**src/rtl/rkc_pkg.sv**
```systemverilog
// ----------------------------------------------------------------------------
// rkc_pkg
// shared types and constants of the raster kernel convolution block
// ----------------------------------------------------------------------------
`default_nettype none

package rkc_pkg;

    localparam int MAX_WIDTH   = 1024;
    localparam int MAX_KERNEL  = 7;
    localparam int LINE_ROWS   = 8;
    localparam int PIXEL_BITS  = 16;

    localparam int STORE_DEPTH = MAX_WIDTH * LINE_ROWS;
    localparam int STORE_AW    = $clog2(STORE_DEPTH);
    localparam int COEF_DEPTH  = MAX_KERNEL * MAX_KERNEL;
    localparam int COEF_AW     = $clog2(COEF_DEPTH);
    localparam int MAX_HALF    = (MAX_KERNEL - 1) / 2;
    localparam int KW          = $clog2(MAX_KERNEL);

    localparam int W_W         = 11;
    localparam int COL_W       = 10;
    localparam int ROW_W       = 16;
    localparam int PROD_W      = ROW_W + W_W;
    localparam int POS_W       = PROD_W + 1;
    localparam int LAG_W       = 13;
    localparam int MUL_W       = 2 * PIXEL_BITS;
    localparam int ACC_W       = MUL_W + COEF_AW;

    localparam int CFG_AW      = 5;
    localparam int CFG_DW      = 32;

    // item modes
    localparam logic [1:0] MODE_COEF  = 2'd0;
    localparam logic [1:0] MODE_PIXEL = 2'd1;
    localparam logic [1:0] MODE_DRAIN = 2'd2;

    // register indexes
    localparam logic [2:0] REG_WIDTH  = 3'd0;
    localparam logic [2:0] REG_HEIGHT = 3'd1;
    localparam logic [2:0] REG_KHALF  = 3'd2;
    localparam logic [2:0] REG_VMIN   = 3'd3;
    localparam logic [2:0] REG_VMAX   = 3'd4;

    typedef enum logic [3:0] {
        S_IDLE, S_DEC, S_KMUL, S_KADD, S_EADD, S_PCHK,
        S_INUPD, S_TAP, S_FLUSH, S_SAT, S_OUT
    } t_state;

    typedef enum logic [1:0] {
        MSEL_IN, MSEL_EMIT, MSEL_TAP
    } t_msel;

    typedef struct packed {
        logic [W_W-1:0]          width;
        logic [ROW_W-1:0]        height;
        logic [1:0]              khalf;
        logic [PIXEL_BITS-1:0]   vmin;
        logic [PIXEL_BITS-1:0]   vmax;
    } t_cfg;

    typedef struct packed {
        logic  capture;
        logic  coef_wr;
        logic  prod_en;
        t_msel msel;
        logic  k_ld;
        logic  e_ld;
        logic  line_wr;
        logic  acc_clr;
        logic  tap_go;
        logic  sat;
        logic  out_ld;
        logic  in_upd;
    } t_cmd;

    typedef struct packed {
        logic [1:0] mode;
        logic       frame_done;
        logic       emit_ok;
        logic       tap_last;
        logic       pipe_busy;
        logic       out_free;
    } t_sts;

endpackage

`default_nettype wire

```
**src/rtl/rkc_ctrl.sv**
```systemverilog
// ----------------------------------------------------------------------------
// rkc_ctrl
// sequencer of one item: decode, position check, tap loop, output load
// ----------------------------------------------------------------------------
`default_nettype none

module rkc_ctrl import rkc_pkg::*; (
    input  logic i_clk,
    input  logic i_rst_n,
    input  logic i_valid,
    output logic o_stall,
    input  t_sts i_sts,
    output t_cmd o_cmd
);

    t_state r_state, n_state;

    always_ff @(posedge i_clk) begin
        if (!i_rst_n) begin
            r_state <= S_IDLE;
        end else begin
            r_state <= n_state;
        end
    end

    always_comb begin
        n_state = r_state;
        unique case (r_state)
            S_IDLE: begin
                if (i_valid) n_state = S_DEC;
            end
            S_DEC: begin
                case (i_sts.mode)
                    MODE_PIXEL: n_state = i_sts.frame_done ? S_IDLE : S_KMUL;
                    MODE_DRAIN: n_state = i_sts.frame_done ? S_TAP : S_IDLE;
                    default:    n_state = S_IDLE;
                endcase
            end
            S_KMUL:  n_state = S_KADD;
            S_KADD:  n_state = S_EADD;
            S_EADD:  n_state = S_PCHK;
            S_PCHK:  n_state = i_sts.emit_ok ? S_TAP : S_INUPD;
            S_INUPD: n_state = S_IDLE;
            S_TAP: begin
                if (i_sts.tap_last) n_state = S_FLUSH;
            end
            S_FLUSH: begin
                if (!i_sts.pipe_busy) n_state = S_SAT;
            end
            S_SAT:   n_state = S_OUT;
            S_OUT: begin
                if (i_sts.out_free) n_state = S_IDLE;
            end
            default: n_state = S_IDLE;
        endcase
    end

    always_comb begin
        o_cmd      = '0;
        o_cmd.msel = MSEL_TAP;
        o_stall    = 1'b1;
        unique case (r_state)
            S_IDLE: begin
                o_stall       = 1'b0;
                o_cmd.capture = i_valid;
            end
            S_DEC: begin
                o_cmd.coef_wr = (i_sts.mode == MODE_COEF);
                o_cmd.acc_clr = (i_sts.mode == MODE_DRAIN) && i_sts.frame_done;
            end
            S_KMUL: begin
                o_cmd.prod_en = 1'b1;
                o_cmd.msel    = MSEL_IN;
            end
            S_KADD: begin
                o_cmd.k_ld    = 1'b1;
                o_cmd.prod_en = 1'b1;
                o_cmd.msel    = MSEL_EMIT;
            end
            S_EADD: begin
                o_cmd.e_ld    = 1'b1;
                o_cmd.line_wr = 1'b1;
            end
            S_PCHK:  o_cmd.acc_clr = i_sts.emit_ok;
            S_INUPD: o_cmd.in_upd  = 1'b1;
            S_TAP: begin
                o_cmd.tap_go  = 1'b1;
                o_cmd.prod_en = 1'b1;
            end
            S_FLUSH: o_cmd.sat    = 1'b0;
            S_SAT:   o_cmd.sat    = 1'b1;
            S_OUT:   o_cmd.out_ld = i_sts.out_free;
            default: o_cmd.sat    = 1'b0;
        endcase
    end

endmodule

`default_nettype wire

```
**config.mk**
```make
export PLATFORM = sky130hd
export DESIGN_NAME = rkc_ctrl
export DESIGN_NICKNAME = d
export VERILOG_FILES = /design/src/rtl/rkc_pkg.sv /design/src/rtl/rkc_ctrl.sv
export SDC_FILE = /design/constraint.sdc
export NUM_CORES = 1
export LEC_CHECK = 0
export BUFFER_PORTS_ARGS = -buffer_cell sky130_fd_sc_hd__buf_4
export CAP_MARGIN = 10
export CORE_AREA = 2 2 39 41
export DETAILED_ROUTE_END_ITERATION = 16
export DIE_AREA = 0 0 41 43
export GPL_TIMING_DRIVEN = 0
export HOLD_SLACK_MARGIN = 0.05
export SLEW_MARGIN = 20
export SYNTH_ARGS = -nofsm -noshare
export SYNTH_HDL_FRONTEND = slang
export SYNTH_SLANG_ARGS = --single-unit
```
**constraint.sdc**
```tcl
create_clock -name i_clk -period 1.5 [get_ports i_clk]
set_input_delay 0.15 -clock i_clk [delete_from_list [all_inputs] [get_ports i_clk]]
set_output_delay 0.15 -clock i_clk [all_outputs]
set_load 0.03 [all_outputs]
```
---- After elaboration in Yosys (flattened, before gate mapping) ----
Cells that the tools add are included.
operators by class
  equality and inequality tests ........... 16
  multiplexer cells ....................... 21
  reduce and logical (&&, ||, !) cells .... 5
operator list
  operator                                                         count
  4-bit case mux with 10 select lines                              1
  4-bit by 3-bit == test with 1-bit output, second input constant  4
  4-bit two-way mux                                                4
  4-bit == test, second input constant                             3
  1-bit two-way mux                                                10
  4-bit by 2-bit == test with 1-bit output, second input constant  2
  2-bit inequality test, second input constant                     4
  3-bit case mux with 2 select lines                               1
  4-bit by 1-bit == test with 1-bit output, second input constant  1
  4-bit logical NOT                                                1
  2-bit two-way mux                                                2
  2-bit case mux with 2 select lines                               1
  4-bit AND reduction                                              1
  3-bit two-way mux                                                1
  3-bit OR reduction                                               1
  2-bit by 1-bit == test with 1-bit output, second input constant  1
  2-bit == test, second input constant                             1
  2-bit logical NOT                                                1
  1-bit case mux with 2 select lines                               1
  1-bit logical AND                                                1
storage, ports and cells
  bits in registers ....................... 4
  input bits .............................. 10
  output and inout bits ................... 14
  logic and storage cells ................. 43

---- Depth between registers and ports, before layout ----
Gate-level depths: netlist of the first run.
  depth in word-level cells ............... 3
  mapped depth ............................ 5
  gate-level depth less buffers ........... 4

---- Least setup slack after synthesis of the first run ----
OpenSTA, ideal clock, no wires.
  path type ............................... reg-to-output
  start ................................... reg r_state[3]
  end ..................................... out o_cmd[8] (netlist name)
  arrival time ............................ 1.711 ns
  data required time ...................... 1.350 ns
  path slack .............................. -0.361 ns
  stages on the path, launching flop included .. 6
  buffers on the path ..................... 2
  cells stage by stage .................... dfxtp_1 -> buf_2 -> nand2b_1 -> or2_1 -> nor2_1 -> buf_4
RTL lines
  item                      RTL line        source
  start: declaration        rkc_ctrl.sv:16  t_state r_state, n_state;
  start signal: assignment  rkc_ctrl.sv:22  r_state <= n_state;
  end: declaration          rkc_ctrl.sv:13  output t_cmd o_cmd

==> qor.yml, run 1 <==
outcome:
  status: "finished, final reports clean"
timing:
  finalCritPeriodShare_pct: 95.2
  fin_worst_skew_ns: 0.000406
  drv_slew: 0
  max_freq_mhz: 700
  setup_violations: 0
  hold_violations: 0
  tns_ns: 0
  fin_hold_ws_ns: 0.189
  period_needed_ns: 1.43
  worstMarginPinSlew_ns: 0.314
  rsz0062_at_grt: "no"
  slew_headroom_pct: 79.0
synthesis:
  ys.warnings.count: 0
  synth_seq_cells: 4
  synth-edff-count: 0
  yosysUniqueCellTypes: 29
  synth-seq-area-share_pct: 18.3
  synthesis.instances: 64
  syn_area_sq_um: 438
  synth_ff_type: "dfxtp_1"
  synth.avg_cell_area_sq_um: 6.84
  syn-num-nets: 74
  ys_async_sr_fraction_pct: 0
global_route:
  overflow: 0
  grtUsageMet2_pct: 23.8
  grt_max_degree: 11
  grt_busiest_layer: "met2"
  grt_pass1_vias: 474
  met1_usage_pct: 22.2
  grt_pass1_wl_mm: 2.00
  met3_usage_pct: 3.14
  gr-usage-all-layers_pct: 16.7
  antenna_found_initial: 0
cts:
  cts_tree: "built"
  insertion_delay_ns: 0.23
  hold_buffers: 0
  cts_buffers: 3
  clock_sinks: 4
  htreeDepth: 1
  clkSlewWorstSetupHoldPaths_ns: 0.03
  clk_path_buf_depth: 2
  clock-root-buffer: "clkbuf_4"
layout:
  final_common_cell: "buf_4"
  final_cell_mix: "buf_4 (31), nor2_1 (7), nand2_1 (6)"
  fin_nets: 109
  n_antenna_cell: 0
  fillers: 141
  top_regs: "r_state x4"
  drive_gt1_share_pct: 55.7
  max_flop_register: "r_state"
  postLayoutCellArea_sq_um: 787
  syn_to_final_growth_pct: 79.7
  fin_util_pct: 56.9
  largest_reg_flops: 4
min_path:
  hold_class: "input pin to register"
floorplan:
  coreArea_sq_um: 1380
  die-height_microns: 43
  die_w_microns: 41
  dieArea_sq_um: 1760
  num_rows: 14
  initial_utilization_pct: 31.6
  ios: 24
worst_setup_path:
  worstPathArrival_ns: 1.28
  crit_path_end_kind: "primary output"
  crit_fanout: 5
  start_kind: "register"
  cp_data_required_time_ns: 1.35
  critPathKind: "register to primary output"
drt:
  drc: 0
  via_per_inst: 5.01
  via_count: 566
  routed_wl_mm: 1.32
  drt-pass1-iter-count: 4
  ant_nets: 0
  detail_route.wl_per_cell_microns: 11.7
  drt_iter0_markers: 12
placed_design:
  dpl.hpwl_microns: 942
  gp_congestion: 0.821
  io_buffers: 23
  placed_area_sq_um: 639
pwr:
  power_w: 0.000474
  peakVddDrop_v: 0.000429
  p_leak_nw: 0.347
  powerDensity_nw_per_um2: 603
flow_run:
  maxCapViolCount: 0
-- metal layers --
layer	vias to the layer above	share of wire, %
li1	291	-
met1	266	44
met2	9	53
met3	0	3.3
met4	0	0
met5	-	0
-- what timing repair did --
item | CTS | global route
pin swaps | 0 | 2
hold endpoints to repair | 0 | 0
endpoints found under the setup margin | 6 | 6
gates cloned | 0 | 0
setup buffers | 0 | 9
gates resized for setup | 8 | 11
-- path summary, 6_finish.rpt --
| kind | startpoint | end | slack, ns | depth (start not counted) |
|---|---|---|---|---|
| worst min register to register | r_state[3] | r_state[2] | 0.46 | 1 |
| worst max-delay path | r_state[3] | o_cmd[6] | 0.07 | 5 |
| worst min-delay path | i_sts[2] | r_state[3] | 0.19 | 3 |
| worst max register to register | r_state[0] | r_state[0] | 0.23 | 5 |
-- metrics by stage --
step,setup WS [ns],instances
floorplan,-0.187,64
global placement,0.0887,103
detailed placement,0.0792,103
CTS,0.000613,105
global route,0.00221,113
finish,0.0715,113
-- power breakdown --
group	total [W]	internal [W]	leakage, nW	switching (W)
registers	0.000121	0.000111	0.0352	0.00000999
logic	0.000225	0.000108	0.298	0.000118
clock network	0.000128	0.0000891	0.0138	0.0000389
-- critical path, stage by stage (launching register included) --
cell and delay (ns):
dfxtp_4 0.35, buf_12 0.13, nor2_4 0.14, and3_4 0.20
buf_4 0.09, buf_4 0.14
-- synthesized netlist by cell type (2+ instances only) --
cell | instances | share of area (%)
a21oi_1 | 5 | 5.7
a21oi_2 | 2 | 4.0
and3_1 | 2 | 2.9
buf_4 | 4 | 6.9
dfxtp_1 | 4 | 18
inv_1 | 3 | 2.6
nand2_1 | 7 | 6.0
nand2b_1 | 3 | 4.3
nor2_1 | 9 | 7.7
nor2b_1 | 4 | 5.7
o21ai_0 | 3 | 3.4
-- logic make-up (layout without fill, tap and decap cells) --
logic type / count (synthesis) / count (layout) / share of synthesized area [%]
buffers and inverters: 9 / 42 / 13.1
and+or+nand+nor: 33 / 33 / 39.4
AOI/OAI and AO/OA: 18 / 18 / 29.1
DFF: 4 / 4 / 18.3
-- cell type report --
| class | instances | area, sq um | area share, % |
|---|---|---|---|
| Buffer | 4 | 45.0 | 5.72 |
| Clock buffer | 3 | 22.5 | 2.86 |
| Inverter | 3 | 11.3 | 1.43 |
| Multi-Input combinational cell | 51 | 339 | 43.1 |
| Sequential cell | 4 | 92.6 | 11.8 |
| Tap cell | 16 | 20.0 | 2.54 |
| Timing Repair Buffer | 32 | 256 | 32.6 |
Power figures use the tool's default switching activity.
==> run 2, diff against run 1 <==
==> constraint.sdc (replaced) <==
create_clock -name i_clk -period 1.2 [get_ports i_clk]
set_input_delay 0.12 -clock i_clk [delete_from_list [all_inputs] [get_ports i_clk]]
set_output_delay 0.12 -clock i_clk [all_outputs]
set_load 0.03 [all_outputs]
==> run 2 against run 1 <==
The run now ends with setup timing left; clock skew hardly changed; total power is 59% higher; core utilization increased by 19 points; cell area grew 33%; sequential power is 29% higher; clock-buffer cell count unchanged; sequential cell count stayed put; first-iteration DRC count is 8.3% higher; combinational power rose by 95%.
==> qor.yml, run 2 (synthesis gave the netlist of run 1 again) <==
floorplan:
  initial_utilization_pct: 31.6
  ios: 24
  coreArea_sq_um: 1380
  die-height_microns: 43
  dieArea_sq_um: 1760
  num_rows: 14
  die_w_microns: 41
worst_setup_path:
  worstPathArrival_ns: 1.35
  crit_path_end_kind: "primary output"
  crit_family: "simple AND/OR/NAND/NOR gates"
  critPathKind: "register to primary output"
  crit_buf_inv: 3
  slowest_stage: "dfxtp_4"
  r2r-start: "r_state[0]"
  path_common_cell: "buf_6"
  slowest_delay_ns: 0.37
  worstPathCellList: "buf_8, or2_4, nor2_4, buf_6, buf_6"
  startpoint: "r_state[2]"
  cp_data_required_time_ns: 1.08
  crit_fanout: 10
  start_kind: "register"
drt:
  detail_route.wl_per_cell_microns: 16.7
  ant_nets: 0
  via_count: 678
  drt_iter0_markers: 13
  drt-pass1-iter-count: 4
  routed_wl_mm: 2.11
  drc: 0
  via_per_inst: 5.38
layout:
  max_flop_register: "r_state"
  stdcell_count: 126
  syn_to_final_growth_pct: 139
  final_common_cell: "buf_4"
  fin_nets: 122
  n_antenna_cell: 0
  final_cell_mix: "buf_4 (24), buf_6 (23), a21oi_2 (5), nor2_1 (5)"
  postLayoutCellArea_sq_um: 1050
  fillers: 98
  largest_reg_flops: 4
  top_regs: "r_state x4"
  drive_gt1_share_pct: 72.7
flow_run:
  maxCapViolCount: 0
timing:
  fin_worst_skew_ns: 0.000177
  rsz0062_at_grt: "yes"
  slew_headroom_pct: 84.0
  worstMarginPinSlew_ns: 0.239
  hold_violations: 0
  fin_ws_ns: -0.270
  drv_slew: 0
  finalCritPeriodShare_pct: 122
  max_freq_mhz: 680
  setup_violations: 17
  period_needed_ns: 1.47
cts:
  cts_buffers: 3
  cts_tree: "built"
  insertion_delay_ns: 0.23
  clock_sinks: 4
  clock-root-buffer: "clkbuf_4"
  htreeDepth: 1
  clkSlewWorstSetupHoldPaths_ns: 0.03
  clk_path_buf_depth: 2
global_route:
  grt_pass1_vias: 633
  antenna_found_initial: 0
  grt_max_degree: 11
  gr-usage-all-layers_pct: 22.6
  overflow: 0
  grt_pass1_wl_mm: 2.76
min_path:
  hold_class: "input pin to register"
  hp-start: "i_sts[2]"
pwr:
  p_leak_nw: 0.451
  peakVddDrop_v: 0.000609
  power_w: 0.000755
  powerDensity_nw_per_um2: 720
placed_design:
  placed_area_sq_um: 697
  dp_slack_ns: -0.126
  dpl.hpwl_microns: 934
  io_buffers: 23
  dp.cells: 103
  gp_congestion: 0.850
outcome:
  violations: "setup timing"
  status: "complete, but fails checks"
-- run 2: worst register-to-register path, stage by stage, from the launching register on --
cell and delay [ns]:
dfxtp_4 0.35, buf_6 0.12, nor2_4 0.20, buf_6 0.15
a21oi_2 0.05, a311o_1 0.28, a21oi_2 0.11
-- run 2: area by class of cell --
cell class	instances	area, sq um	share of cell area (%)
Buffer	5	63.8	6.09
Inverter	3	15.0	1.43
Clock buffer	3	22.5	2.15
Multi-Input combinational cell	51	430	41.0
Sequential cell	4	91.3	8.71
Timing Repair Buffer	44	405	38.7
Tap cell	16	20.0	1.91
-- run 2: per-stage QoR --
stage	hold WS (ns)	setup TNS, ns	utilization [%]
floorplan	0.259	-0.503	-
global placement	0.399	-0.410	50.4
detailed placement	0.406	-0.379	50.4
CTS	0.163	-2.26	69.3
global route	0.185	-3.21	75.8
finish	0.191	-2.73	75.8
-- run 2: power by group --
part           total (W)  internal [W]  switching, W
Clock           0.000162      0.000112     0.0000500
Sequential      0.000156      0.000141     0.0000148
Combinational   0.000438      0.000223      0.000215
Total           0.000755      0.000475      0.000280
-- run 2: what timing repair did --
| action | in CTS | in global routing |
|---|---|---|
| endpoints found under the setup margin | 16 | 18 |
| setup buffers | 16 | 5 |
| hold buffers | 0 | 0 |
| pin swaps | 16 | 8 |
| gates resized for setup | 35 | 15 |
| hold endpoints to repair | 0 | 0 |
-- run 2: path summary, 6_finish.rpt --
kind,to,cells past startpoint,slack (ns)
worst min register to register,r_state[1],3,0.76
worst min-delay path,r_state[3],3,0.19
worst max register to register,r_state[1],6,-0.14
worst max-delay path,o_cmd[8],5,-0.27
-- run 2: layer usage --
layer  GRT usage, %  wire, microns  vias to the layer above
met5              0              0                        -
met1           29.3            863                      331
li1               -              -                      320
met4           10.0             15                        0
met2           37.2           1150                       25
met3              0             84                        2
==> run 3, diff against run 2 <==
==> constraint.sdc (replaced) <==
create_clock -name i_clk -period 1.2 [get_ports i_clk]
set_input_delay 0.06 -clock i_clk [delete_from_list [all_inputs] [get_ports i_clk]]
set_output_delay 0.06 -clock i_clk [all_outputs]
set_load 0.03 [all_outputs]
==> run 3 against run 2 <==
Largest cell class unchanged; largest power group unchanged; the flow still finishes with violations (setup timing); critical path type unchanged; clock-buffer cell count did not move; combinational power down 2%; via count is 2.1% lower; cell count rose by 1.6%; total power shrank 2.1%.
==> qor.yml, run 3 (synthesis gave the netlist of run 1 again) <==
global_route:
  antenna_found_initial: 0
  grt_pass1_vias: 650
  grt_pass1_wl_mm: 2.68
  overflow: 0
  grt_max_degree: 10
  gr-usage-all-layers_pct: 22.1
worst_setup_path:
  reg2regPathDepth: 6
  crit_fanout: 6
  crit_path_end_kind: "primary output"
  r2r-end: "r_state[1]"
  r2r_slack_ns: -0.05
  critPathKind: "register to primary output"
  r2r-start: "r_state[1]"
  start_kind: "register"
  worstPathArrival_ns: 1.30
  cp_data_required_time_ns: 1.14
floorplan:
  coreArea_sq_um: 1380
  die_w_microns: 41
  dieArea_sq_um: 1760
  ios: 24
  die-height_microns: 43
  num_rows: 14
  initial_utilization_pct: 31.6
timing:
  setup_violations: 14
  max_freq_mhz: 737
  slew_headroom_pct: 82.0
  hold_violations: 0
  fin_ws_ns: -0.156
  fin_hold_ws_ns: 0.114
  drv_slew: 0
  finalCritPeriodShare_pct: 113
  rsz0062_at_grt: "yes"
  fin_worst_skew_ns: 0.00156
  period_needed_ns: 1.36
  worstMarginPinSlew_ns: 0.267
  tns_ns: -1.11
cts:
  cts_buffers: 3
  htreeDepth: 1
  insertion_delay_ns: 0.23
  clkSlewWorstSetupHoldPaths_ns: 0.03
  hold_buffers: 0
  clk_path_buf_depth: 2
  clock-root-buffer: "clkbuf_4"
  clock_sinks: 4
  cts_tree: "built"
min_path:
  hold_class: "input pin to register"
  hp-start: "i_sts[2]"
  min_path_cells: 3
  whs_endpoint: "r_state[3]"
placed_design:
  dpl.hpwl_microns: 997
  gp_congestion: 0.795
  dp.cells: 103
  io_buffers: 23
  dp_slack_ns: -0.241
pwr:
  peakVddDrop_v: 0.000487
  powerDensity_nw_per_um2: 696
  power_w: 0.000739
  p_leak_nw: 0.464
layout:
  max_flop_register: "r_state"
  top_regs: "r_state x4"
  final_cell_mix: "buf_4 (28), buf_6 (22), nor2_1 (6)"
  syn_to_final_growth_pct: 143
  fin_nets: 124
  stdcell_count: 128
  fillers: 107
  n_antenna_cell: 0
  largest_reg_flops: 4
  final_common_cell: "buf_4"
  drive_gt1_share_pct: 74.1
drt:
  detail_route.wl_per_cell_microns: 13.9
  routed_wl_mm: 1.78
  via_count: 664
  via_per_inst: 5.19
  drc: 0
  ant_nets: 0
  drt-pass1-iter-count: 4
  drt_iter0_markers: 5
flow_run:
  maxCapViolCount: 0
outcome:
  status: "complete, but fails checks"
  violations: "setup timing"
-- run 3: critical path: stages, from the launching register on --
cell and delay, ns:
dfxtp_4 0.35, buf_6 0.13, or2_4 0.26, nor2_4 0.10, buf_6 0.10, buf_6 0.11
-- run 3: per-layer routing --
metal | vias up | track usage (%) | part of all wire [%] | wire [microns]
li1 | 329 | - | - | -
met1 | 309 | 24.5 | 39 | 702
met2 | 22 | 37.8 | 56 | 994
met3 | 4 | 3.14 | 3.3 | 59
met4 | 0 | 11.3 | 1.4 | 25
met5 | - | 0 | 0 | 0
-- run 3: where the power goes --
part           switching (W)  total [W]  internal [W]  leakage, nW
registers          0.0000119   0.000151      0.000139       0.0355
logic               0.000208   0.000430      0.000222        0.415
clock network      0.0000469   0.000158      0.000111       0.0138
-- run 3: layout make-up --
type | instances | area, sq um | share of cell area, %
clock buffers | 3 | 22.5 | 2.12
inverters | 3 | 15.0 | 1.41
flip-flops and latches | 4 | 95.1 | 8.95
repair buffers | 46 | 413 | 38.9
plain buffers | 5 | 60.1 | 5.65
well taps | 16 | 20.0 | 1.88
multi-input cells | 51 | 437 | 41.1
-- run 3: how the worst max path moves through the flow --
stage / to / start / slack, ns / cells after the start
finish: o_cmd[8] / r_state[2] / -0.16 / 5
floorplan: o_cmd[8] / r_state[3] / -0.18 / 5
global route: o_cmd[8] / r_state[2] / -0.22 / 5
detailed placement: o_cmd[11] / r_state[1] / -0.24 / 5
CTS: o_cmd[11] / r_state[1] / -0.18 / 5
global placement: o_cmd[11] / r_state[1] / -0.22 / 5
-- run 3: metrics by stage --
step                util (%)  cell area (sq um)
finish                  76.8               1060
global route            76.8               1060
CTS                     67.1                928
detailed placement      49.2                681
global placement        49.2                681
floorplan                  -                488
-- run 3: timing repair --
item / 4_1_cts / 5_1_grt
pin swaps: 9 / 11
buffers inserted: 14 / 9
gates cloned: 0 / 0
setup endpoints to repair: 17 / 18
gates resized for setup: 38 / 17
